**config.mk**
```make
export PLATFORM = sky130hd
export DESIGN_NAME = packet_reorder_receiver
export DESIGN_NICKNAME = d
export VERILOG_FILES = /design/src/rtl/prr_pkg.sv /design/src/rtl/prr_front.sv /design/src/rtl/prr_back.sv /design/src/rtl/packet_reorder_receiver.sv
export SDC_FILE = /design/constraint.sdc
export NUM_CORES = 2
export LEC_CHECK = 0
export BUFFER_PORTS_ARGS = -buffer_cell sky130_fd_sc_hd__buf_2
export CAP_MARGIN = 15
export CORE_ASPECT_RATIO = 1.2
export CORE_MARGIN = 5
export CORE_UTILIZATION = 40
export DETAILED_ROUTE_END_ITERATION = 12
export GPL_TIMING_DRIVEN = 0
export PLACE_DENSITY_LB_ADDON = 0.25
export REMOVE_ABC_BUFFERS = 1
export SETUP_SLACK_MARGIN = 0.2
export SLEW_MARGIN = 30
export SYNTH_ARGS = -nofsm -noshare
export SYNTH_HDL_FRONTEND = slang
export SYNTH_SLANG_ARGS = --single-unit
export TNS_END_PERCENT = 10
```
**constraint.sdc**
```tcl
create_clock -name clk -period 7.67 [get_ports clk]
set_input_delay 0.767 -clock clk [delete_from_list [all_inputs] [get_ports clk]]
set_output_delay 0.767 -clock clk [all_outputs]
set_load 0.02 [all_outputs]
```
**src/rtl/prr_pkg.sv**
```systemverilog
`default_nettype none
package prr_pkg;

    typedef struct packed {
        logic [31:0] seq;
        logic [10:0] len;
        logic        ch;
        logic [7:0]  tag;
        logic        fin;
        logic        bad_ch;
    } pkt_t;

    typedef struct packed {
        logic [31:0] offset;
        logic [10:0] len;
        logic [7:0]  tag;
    } entry_t;

    typedef struct packed {
        logic kind;
        logic [31:0] seq;
        logic [10:0] len;
        logic        ch;
        logic [7:0]  tag;
        logic        fin;
        logic        done;
        logic        run_end;
    } result_t;

    localparam logic KIND_ACK     = 1'b0;
    localparam logic KIND_DELIVER = 1'b1;

endpackage
`default_nettype wire

```
**src/rtl/prr_front.sv**
```systemverilog
`default_nettype none
module prr_front #(
    parameter int MAX_PAYLOAD  = 1024,
    parameter int NUM_CHANNELS = 2,
    parameter int TAG_BITS     = 8
) (
    input  wire               clk,
    input  wire               rst_n,
    input  wire               push,
    output logic              full,
    input  wire  [31:0]       seq_num,
    input  wire  [10:0]       length,
    input  wire               channel,
    input  wire  [7:0]        payload_tag,
    input  wire               final_packet,
    output logic              pkt_valid,
    output prr_pkg::pkt_t     pkt,
    input  wire               pkt_take
);
    localparam logic [7:0] TAG_MASK =
        (TAG_BITS >= 8) ? 8'hFF : 8'((1 << TAG_BITS) - 1);

    prr_pkg::pkt_t slot_reg [2];
    logic          wr_ptr_reg, rd_ptr_reg;
    logic [1:0]    cnt_reg;
    prr_pkg::pkt_t in_pkt;
    logic          do_push, do_pop;

    // classify: saturate length, mask tag, flag bad channel
    always_comb
    begin
        in_pkt.seq = seq_num;
        if (17'(length) > 17'(MAX_PAYLOAD))
            in_pkt.len = 11'(MAX_PAYLOAD);
        else
            in_pkt.len = length;
        in_pkt.ch     = channel;
        in_pkt.tag    = payload_tag & TAG_MASK;
        in_pkt.fin    = final_packet;
        in_pkt.bad_ch = 5'(channel) >= 5'(NUM_CHANNELS);
    end

    assign full      = cnt_reg == 2'd2;
    assign pkt_valid = cnt_reg != 2'd0;
    assign pkt       = slot_reg[rd_ptr_reg];
    assign do_push   = push && !full;
    assign do_pop    = pkt_valid && pkt_take;

    always_ff @(posedge clk)
    begin
        if (do_push)
            slot_reg[wr_ptr_reg] <= in_pkt;
    end

    always_ff @(posedge clk or negedge rst_n)
    begin
        if (!rst_n)
        begin
            wr_ptr_reg <= 1'b0;
            rd_ptr_reg <= 1'b0;
            cnt_reg    <= 2'd0;
        end
        else
        begin
            if (do_push)
                wr_ptr_reg <= !wr_ptr_reg;
            if (do_pop)
                rd_ptr_reg <= !rd_ptr_reg;
            cnt_reg <= cnt_reg + 2'(do_push) - 2'(do_pop);
        end
    end
endmodule
`default_nettype wire

```
**src/rtl/prr_back.sv**
```systemverilog
`default_nettype none
module prr_back #(
    parameter int TABLE_DEPTH = 16
) (
    input  wire               clk,
    input  wire               rst_n,
    input  wire               pkt_valid,
    input  prr_pkg::pkt_t     pkt,
    output logic              pkt_take,
    output logic              res_valid,
    output prr_pkg::result_t  res,
    input  wire               res_pop
);
    localparam int IDX_W = $clog2(TABLE_DEPTH);
    localparam int CNT_W = $clog2(TABLE_DEPTH + 1);

    localparam logic [3:0] S_IDLE   = 4'd0;
    localparam logic [3:0] S_SRCH_A = 4'd1;
    localparam logic [3:0] S_SRCH_D = 4'd2;
    localparam logic [3:0] S_ACK    = 4'd3;
    localparam logic [3:0] S_SHF_A  = 4'd4;
    localparam logic [3:0] S_SHF_D  = 4'd5;
    localparam logic [3:0] S_INSERT = 4'd6;
    localparam logic [3:0] S_P1_A   = 4'd7;
    localparam logic [3:0] S_P1_D   = 4'd8;
    localparam logic [3:0] S_EM_DEL = 4'd9;
    localparam logic [3:0] S_EM_ACK = 4'd10;
    localparam logic [3:0] S_P2_A   = 4'd11;
    localparam logic [3:0] S_P2_D   = 4'd12;
    localparam logic [3:0] S_COMMIT = 4'd13;

    prr_pkg::entry_t mem [TABLE_DEPTH];
    prr_pkg::entry_t rd_q_reg;

    logic [3:0]       state_reg;
    prr_pkg::pkt_t    cur_reg;
    logic [31:0]      expected_reg, exp1_reg, exp2_reg;
    logic             last_seen_reg, dup_reg, any_del_reg, done_reg;
    logic [IDX_W-1:0] head_reg;
    logic [CNT_W-1:0] count_reg, i_reg, m_reg, last_del_reg;
    logic             out_valid_reg;
    prr_pkg::result_t out_reg;

    logic             emit, emit_ok;
    prr_pkg::result_t emit_res;
    logic [CNT_W-1:0] rd_lidx, wr_lidx;
    logic [IDX_W-1:0] rd_addr, wr_addr;
    logic             we;
    prr_pkg::entry_t  wd;

    function automatic logic [IDX_W-1:0] phys(input logic [IDX_W-1:0] h,
                                              input logic [CNT_W-1:0] l);
        logic [CNT_W:0] s;
        s = (CNT_W+1)'(h) + (CNT_W+1)'(l);
        if (s >= (CNT_W+1)'(TABLE_DEPTH))
            s = s - (CNT_W+1)'(TABLE_DEPTH);
        return IDX_W'(s);
    endfunction

    assign emit_ok  = !out_valid_reg || res_pop;
    assign pkt_take = state_reg == S_IDLE;
    assign res_valid = out_valid_reg;
    assign res       = out_reg;

    // table port addresses
    always_comb
    begin
        rd_lidx = (state_reg == S_SHF_A) ? i_reg - CNT_W'(1) : i_reg;
        wr_lidx = i_reg;
        rd_addr = phys(head_reg, rd_lidx);
        wr_addr = phys(head_reg, wr_lidx);
        we = 1'b0;
        wd = rd_q_reg;
        if (state_reg == S_SHF_D)
            we = 1'b1;
        else if (state_reg == S_INSERT)
        begin
            we = 1'b1;
            wd.offset = cur_reg.seq;
            wd.len    = cur_reg.len;
            wd.tag    = cur_reg.tag;
        end
    end

    always_ff @(posedge clk)
    begin
        if (we)
            mem[wr_addr] <= wd;
        rd_q_reg <= mem[rd_addr];
    end

    // result produced in the current state
    always_comb
    begin
        emit = 1'b0;
        emit_res = '0;
        emit_res.done = done_reg;
        unique case (state_reg)
            S_ACK:
            begin
                emit = !(!dup_reg && count_reg == CNT_W'(TABLE_DEPTH));
                emit_res.kind    = prr_pkg::KIND_ACK;
                emit_res.seq     = cur_reg.seq;
                emit_res.ch      = cur_reg.ch;
                emit_res.fin     = cur_reg.fin;
                emit_res.done    = (last_seen_reg || cur_reg.fin) && dup_reg
                                   && count_reg == '0;
                emit_res.run_end = 1'b1;
            end
            S_EM_DEL:
            begin
                emit = 1'b1;
                emit_res.kind = prr_pkg::KIND_DELIVER;
                emit_res.seq  = cur_reg.seq;
                emit_res.len  = cur_reg.len;
                emit_res.tag  = cur_reg.tag;
            end
            S_EM_ACK:
            begin
                emit = 1'b1;
                emit_res.kind    = prr_pkg::KIND_ACK;
                emit_res.seq     = cur_reg.seq;
                emit_res.ch      = cur_reg.ch;
                emit_res.fin     = cur_reg.fin;
                emit_res.run_end = !any_del_reg;
            end
            S_P2_D:
            begin
                emit = rd_q_reg.offset == exp2_reg;
                emit_res.kind    = prr_pkg::KIND_DELIVER;
                emit_res.seq     = rd_q_reg.offset;
                emit_res.len     = rd_q_reg.len;
                emit_res.tag     = rd_q_reg.tag;
                emit_res.run_end = i_reg == last_del_reg;
            end
            default:
            begin
                emit = 1'b0;
            end
        endcase
    end

    always_ff @(posedge clk)
    begin
        if (emit && emit_ok)
            out_reg <= emit_res;
    end

    always_ff @(posedge clk or negedge rst_n)
    begin
        if (!rst_n)
        begin
            state_reg     <= S_IDLE;
            expected_reg  <= '0;
            last_seen_reg <= 1'b0;
            head_reg      <= '0;
            count_reg     <= '0;
            out_valid_reg <= 1'b0;
            cur_reg       <= '0;
            exp1_reg      <= '0;
            exp2_reg      <= '0;
            dup_reg       <= 1'b0;
            any_del_reg   <= 1'b0;
            done_reg      <= 1'b0;
            i_reg         <= '0;
            m_reg         <= '0;
            last_del_reg  <= '0;
        end
        else
        begin
            if (emit && emit_ok)
                out_valid_reg <= 1'b1;
            else if (res_pop)
                out_valid_reg <= 1'b0;

            unique case (state_reg)
                S_IDLE:
                begin
                    if (pkt_valid)
                    begin
                        cur_reg     <= pkt;
                        i_reg       <= '0;
                        dup_reg     <= 1'b0;
                        any_del_reg <= 1'b0;
                        exp1_reg    <= pkt.seq + 32'(pkt.len);
                        exp2_reg    <= pkt.seq + 32'(pkt.len);
                        if (pkt.bad_ch || pkt.seq < expected_reg)
                            state_reg <= S_IDLE;
                        else if (pkt.seq == expected_reg)
                            state_reg <= S_P1_A;
                        else
                            state_reg <= S_SRCH_A;
                    end
                end
                S_SRCH_A:
                begin
                    state_reg <= (i_reg == count_reg) ? S_ACK : S_SRCH_D;
                end
                S_SRCH_D:
                begin
                    if (rd_q_reg.offset <= cur_reg.seq)
                    begin
                        dup_reg   <= rd_q_reg.offset == cur_reg.seq;
                        i_reg     <= i_reg + CNT_W'(1);
                        state_reg <= S_SRCH_A;
                    end
                    else
                        state_reg <= S_ACK;
                end
                S_ACK:
                begin
                    if (!dup_reg && count_reg == CNT_W'(TABLE_DEPTH))
                        state_reg <= S_IDLE;   // table full, dropped
                    else if (emit_ok)
                    begin
                        last_seen_reg <= last_seen_reg || cur_reg.fin;
                        if (dup_reg)
                            state_reg <= S_IDLE;
                        else
                        begin
                            m_reg     <= i_reg;   // insert position
                            i_reg     <= count_reg;
                            state_reg <= (count_reg == i_reg) ? S_INSERT : S_SHF_A;
                        end
                    end
                end
                S_SHF_A:
                begin
                    state_reg <= S_SHF_D;
                end
                S_SHF_D:
                begin
                    i_reg     <= i_reg - CNT_W'(1);
                    state_reg <= (i_reg - CNT_W'(1) == m_reg) ? S_INSERT : S_SHF_A;
                end
                S_INSERT:
                begin
                    count_reg <= count_reg + CNT_W'(1);
                    state_reg <= S_IDLE;
                end
                S_P1_A:
                begin
                    if (i_reg == count_reg)
                    begin
                        m_reg     <= i_reg;
                        done_reg  <= last_seen_reg || cur_reg.fin;
                        state_reg <= S_EM_DEL;
                    end
                    else
                        state_reg <= S_P1_D;
                end
                S_P1_D:
                begin
                    if (rd_q_reg.offset == exp1_reg)
                    begin
                        exp1_reg     <= exp1_reg + 32'(rd_q_reg.len);
                        any_del_reg  <= 1'b1;
                        last_del_reg <= i_reg;
                        i_reg        <= i_reg + CNT_W'(1);
                        state_reg    <= S_P1_A;
                    end
                    else if (rd_q_reg.offset < exp1_reg)
                    begin
                        i_reg     <= i_reg + CNT_W'(1);
                        state_reg <= S_P1_A;
                    end
                    else
                    begin
                        m_reg     <= i_reg;
                        done_reg  <= 1'b0;
                        state_reg <= S_EM_DEL;
                    end
                end
                S_EM_DEL:
                begin
                    if (emit_ok)
                        state_reg <= S_EM_ACK;
                end
                S_EM_ACK:
                begin
                    if (emit_ok)
                    begin
                        i_reg     <= '0;
                        state_reg <= S_P2_A;
                    end
                end
                S_P2_A:
                begin
                    state_reg <= (i_reg == m_reg) ? S_COMMIT : S_P2_D;
                end
                S_P2_D:
                begin
                    if (rd_q_reg.offset != exp2_reg)
                    begin
                        i_reg     <= i_reg + CNT_W'(1);   // stale entry
                        state_reg <= S_P2_A;
                    end
                    else if (emit_ok)
                    begin
                        exp2_reg  <= exp2_reg + 32'(rd_q_reg.len);
                        i_reg     <= i_reg + CNT_W'(1);
                        state_reg <= S_P2_A;
                    end
                end
                S_COMMIT:
                begin
                    head_reg      <= phys(head_reg, m_reg);
                    count_reg     <= count_reg - m_reg;
                    expected_reg  <= exp1_reg;
                    last_seen_reg <= last_seen_reg || cur_reg.fin;
                    state_reg     <= S_IDLE;
                end
                default:
                begin
                    state_reg <= S_IDLE;
                end
            endcase
        end
    end
endmodule
`default_nettype wire

```
**src/rtl/packet_reorder_receiver.sv**
```systemverilog
`default_nettype none
// order: the front queues and classifies a request, the back end then walks the table;
//   an in-order request gives its delivery, then its ack, then any drained deliveries
// throughput: one request at a time in the back end, which takes no new request until
//   the single-port table walk, the shift or drain and any result stalls are through;
//   a request dropped below the expected offset or for a bad channel needs no table walk
// reset: rst_n clears expected offset, last flag, table count and both queues
module packet_reorder_receiver #(
    parameter int TABLE_DEPTH  = 16,
    parameter int MAX_PAYLOAD  = 1024,
    parameter int NUM_CHANNELS = 2,
    parameter int TAG_BITS     = 8
) (
    input  wire         clk,
    input  wire         rst_n,
    // request side
    input  wire         push,
    output logic        full,
    input  wire  [31:0] seq_num,
    input  wire  [10:0] length,
    input  wire         channel,
    input  wire  [7:0]  payload_tag,
    input  wire         final_packet,
    // result side
    output logic        empty,
    input  wire         pop,
    output logic        result_kind,
    output logic [31:0] out_seq,
    output logic [10:0] out_length,
    output logic        out_channel,
    output logic [7:0]  out_tag,
    output logic        out_final,
    output logic        transfer_done,
    output logic        run_end
);
    // front to back: classified request
    logic             pkt_valid, pkt_take;
    prr_pkg::pkt_t    pkt;
    logic             res_valid;
    prr_pkg::result_t res;

    // front: input queue, length saturation, tag mask, channel check
    prr_front #(
        .MAX_PAYLOAD  (MAX_PAYLOAD),
        .NUM_CHANNELS (NUM_CHANNELS),
        .TAG_BITS     (TAG_BITS)
    ) u_front (
        .clk          (clk),
        .rst_n        (rst_n),
        .push         (push),
        .full         (full),
        .seq_num      (seq_num),
        .length       (length),
        .channel      (channel),
        .payload_tag  (payload_tag),
        .final_packet (final_packet),
        .pkt_valid    (pkt_valid),
        .pkt          (pkt),
        .pkt_take     (pkt_take)
    );

    // back: reorder table walk, delivery and acknowledgement generation
    prr_back #(
        .TABLE_DEPTH (TABLE_DEPTH)
    ) u_back (
        .clk       (clk),
        .rst_n     (rst_n),
        .pkt_valid (pkt_valid),
        .pkt       (pkt),
        .pkt_take  (pkt_take),
        .res_valid (res_valid),
        .res       (res),
        .res_pop   (pop)
    );

    assign empty         = !res_valid;
    assign result_kind   = res.kind;
    assign out_seq       = res.seq;
    assign out_length    = res.len;
    assign out_channel   = res.ch;
    assign out_tag       = res.tag;
    assign out_final     = res.fin;
    assign transfer_done = res.done;
    assign run_end       = res.run_end;
endmodule
`default_nettype wire

```
==> impl_metrics.py <==
metrics = {
    "placement": {
        "dpl-instance-area_um2": 58200,
        "hpwl_um": 106000,
        "dpl.cell_count": 5251,
        "portBuffers": 114,
        "gp_congestion": 0.897,
    },
    "worst_setup_path": {
        "crit_path_end_kind": "flop",
        "arrival_ns": 5.89,
        "r2r_cells": 13,
        "path_class": "reg -> reg",
        "r2r-end": "u_back.rd_q_reg[8]",
        "ff2ff_setup_slack_ns": 2.42,
        "start_kind": "flop",
        "worstReg2RegStart": "u_back.state_reg[2]",
        "crit_required_ns": 8.31,
        "crit_fanout": 37,
    },
    "die": {
        "initial_utilization_pct": 40.3,
        "boundaryPins": 115,
        "die_h_um": 407,
        "die_w_um": 341,
        "rows": 145,
        "core_area_um2": 130000,
        "die-area_um2": 139000,
    },
    "global_route": {
        "grt.total_usage_pct": 21.4,
        "grt_overflow_total": 0,
        "grt_pass1_vias": 32000,
        "antenna_found_initial": 1,
        "grt_first_pass_wirelength_um": 219000,
        "grt_max_degree": 79,
    },
    "final_layout": {
        "fin_area_um2": 62500,
        "area_growth_pct": 18.9,
        "multi_input_area_um2": 16600,
        "largest_register_ffs": 816,
        "final_cell_count_no_fill": 5497,
        "seqCellArea_um2": 35000,
        "diodes": 0,
        "final_layout_size_suffix_gt1_share_pct": 21.5,
        "fillers": 11000,
        "nets": 3907,
    },
    "hold_path": {
        "holdPathStages": 1,
        "hp-class": "in -> reg",
        "holdCritStartpoint": "final_packet",
        "min_to": "u_front.slot_reg[1][0]",
    },
    "cts": {
        "clock_sinks": 1215,
        "cts_buffers": 133,
        "ctsResizeCount": 0,
        "clk_pin_slew_worst_paths_ns": 0.06,
        "root_buffer": "clkbuf_16",
        "cts_tree": "built",
        "clock_latency_ns": 0.78,
        "cts_buffer_depth": 3,
        "cts-htree-levels": 4,
    },
    "timing": {
        "period_minus_slack_ns": 5.25,
        "max_freq_mhz": 190,
        "worstMarginPinSlew_ns": 1.09,
        "setup_violations": 0,
        "hold_viol": 0,
        "finClkSkew_ns": 0.0408,
        "rsz0062_at_grt": "false",
        "drv_slew": 0,
        "final.period_utilization_pct": 68.5,
        "slew_headroom_pct": 26.5,
    },
    "route": {
        "final_antenna_net_count": 0,
        "wl_per_cell_um": 27.3,
        "vias_per_cell": 5.78,
        "drt_iter0_markers": 2891,
        "drc_errors": 0,
        "first_pass_iters": 5,
        "vias": 31800,
        "wl_um": 150000,
    },
    "synth": {
        "synth_edf_count": 978,
        "postSynthCellCount": 3463,
        "synth_cell_type_count": 89,
        "seq_area_frac_synth_pct": 66.6,
        "yosysWarnings": 0,
        "synth_top_area_share_pct": 55.9,
        "ys_top_cells_by_area": "edfxtp_1 56%, dfrtp_1 8.9%, mux4_2 8.7%, ha_1 3.5%, nand2_1 2.4%",
        "yosysTopAreaCell": "edfxtp_1",
        "async_flop_share_pct": 15.3,
        "synth.avg_cell_area_um2": 15.2,
        "syn_area_um2": 52600,
        "synth_seq_cells": 1215,
        "synthFlopType": "edfxtp_1",
    },
    "run_status": {
        "status": "finished clean",
    },
    "power_and_ir_drop": {
        "peakVddDrop_mv": 0.303,
        "leakage_nw": 22.0,
        "powerDensity_nw_per_um2": 451,
    },
    "flow_run": {
        "maxCapViolCount": 0,
    },
}
-- placed cells by master, fill, tap and decap left out, types with 32 or more instances in the layout --
| master | count |
|---|---|
| a211oi_1 | 66 |
| a21oi_1 | 121 |
| a22o_1 | 50 |
| a31oi_1 | 71 |
| and2_1 | 57 |
| buf_16 | 97 |
| buf_2 | 113 |
| clkbuf_1 | 35 |
| clkbuf_16 | 135 |
| dfrtp_1 | 185 |
| dfxtp_1 | 51 |
| edfxtp_1 | 978 |
| ha_1 | 145 |
| inv_1 | 138 |
| mux2_2 | 88 |
| mux2i_1 | 32 |
| mux4_2 | 204 |
| nand2_1 | 340 |
| nand3_1 | 51 |
| nand4_1 | 32 |
| nor2_1 | 89 |
| o21ai_0 | 159 |
| xnor2_1 | 58 |
| xor2_1 | 55 |
-- worst max-delay path by stage --
stage	startpoint	end	slack, ns	depth (start not counted)
6_report	u_back.state_reg[2]	u_back.rd_q_reg[8]	2.42	13
5_1_grt	u_back.state_reg[2]	u_back.rd_q_reg[8]	2.15	13
4_1_cts	u_back.state_reg[2]	u_back.rd_q_reg[8]	2.41	13
3_5_place_dp	u_back.state_reg[2]	u_back.rd_q_reg[8]	2.46	13
3_3_place_gp	u_back.state_reg[3]	u_back.mem[15][0]	-12.34	4
2_1_floorplan	u_back.state_reg[3]	u_back.rd_q_reg[0]	-2.62	8
-- Yosys cell counts (4+ instances only) --
library cell / n
xnor2_1: 60
a221oi_1: 7
a211oi_1: 66
mux4_2: 204
ha_1: 146
dfxtp_1: 51
and4_1: 9
a311oi_1: 8
inv_1: 139
dfrtp_1: 186
nor3_1: 26
buf_1: 18
fa_1: 7
o211ai_1: 15
nor2b_1: 22
a22oi_1: 6
a21o_1: 27
mux2_2: 88
and2_1: 57
nor4_1: 21
buf_2: 30
o21a_1: 7
or2_2: 4
a22o_1: 50
xor2_1: 56
o22ai_1: 4
a211o_1: 5
a21oi_1: 122
nand2_1: 342
nand3_1: 52
edfxtp_1: 978
nand4_1: 32
and3_1: 14
o21ai_0: 161
nand2b_1: 18
clkbuf_1: 115
nor2_1: 112
or3_1: 7
a21boi_0: 4
a31oi_1: 71
mux2i_1: 34
o21ai_1: 8
-- routing by layer --
layer  vias to the layer above  routed length, um  global-route usage [%]
li1                      13800                  -                       -
met1                     16600              65800                    30.5
met2                      1105              68900                    33.2
met4                         0               6200                    8.13
met5                         -                  0                       0
met3                       253               9000                    3.47
-- timing repair --
item	in CTS	in global routing
setup buffers	0	0
hold endpoints to repair	43	0
hold buffers	1	0
-- worst max-delay path, stage by stage, from the launching register on --
cell and delay [ns]:
dfrtp_1 0.84, nand2b_1 0.31, nor2_1 0.34, xnor2_1 0.18, ha_4 0.20, fa_4 1.19, buf_16 0.30, buf_16 0.27
buf_12 0.25, buf_12 0.26, mux4_2 0.34, and2_1 0.17, a211oi_1 0.25, a31oi_1 0.08
-- final cells by class --
class,instances,area share [%]
sequential,1215,56.1
multi-input combinational,1941,26.6
timing repair buffer,265,6.23
clock buffer,180,5.83
tap,1690,3.38
clock inverter,65,1.03
inverter,141,0.851
-- report_power, final --
part	internal [mW]	total [mW]	switching, mW	leakage (nW)
Clock	3.69	6.34	2.65	2.09
Sequential	8.83	9.86	1.02	11.6
Combinational	5.13	12.0	6.86	8.32
-- through the flow --
stage | hold slack (ns) | TNS, ns | worst slack (ns) | util, % | power [mW]
6_report | 0.188 | 0 | 2.42 | 47.9 | 28.2
5_1_grt | 0.151 | 0 | 2.15 | 47.9 | 29.7
4_1_cts | 0.130 | 0 | 2.41 | 47.9 | 28.3
3_5_place_dp | 0.477 | 0 | 2.46 | 44.6 | 21.9
3_3_place_gp | 0.462 | - | -12.34 | 41.8 | 19.5
2_1_floorplan | 0.442 | -649.79 | -2.62 | - | 17.3
-- logic make-up after synthesis --
logic type,count (synthesis),synth area share [%]
and+or+nand+nor,739,6.63
muxes,326,11.3
adders and majority gates,153,3.74
AOI/OAI and AO/OA,607,7.47
xor gates and xnor gates,116,1.93
buffers and inverters,307,2.31
DFF,1215,66.6
(Power assumes the default switching activity.)
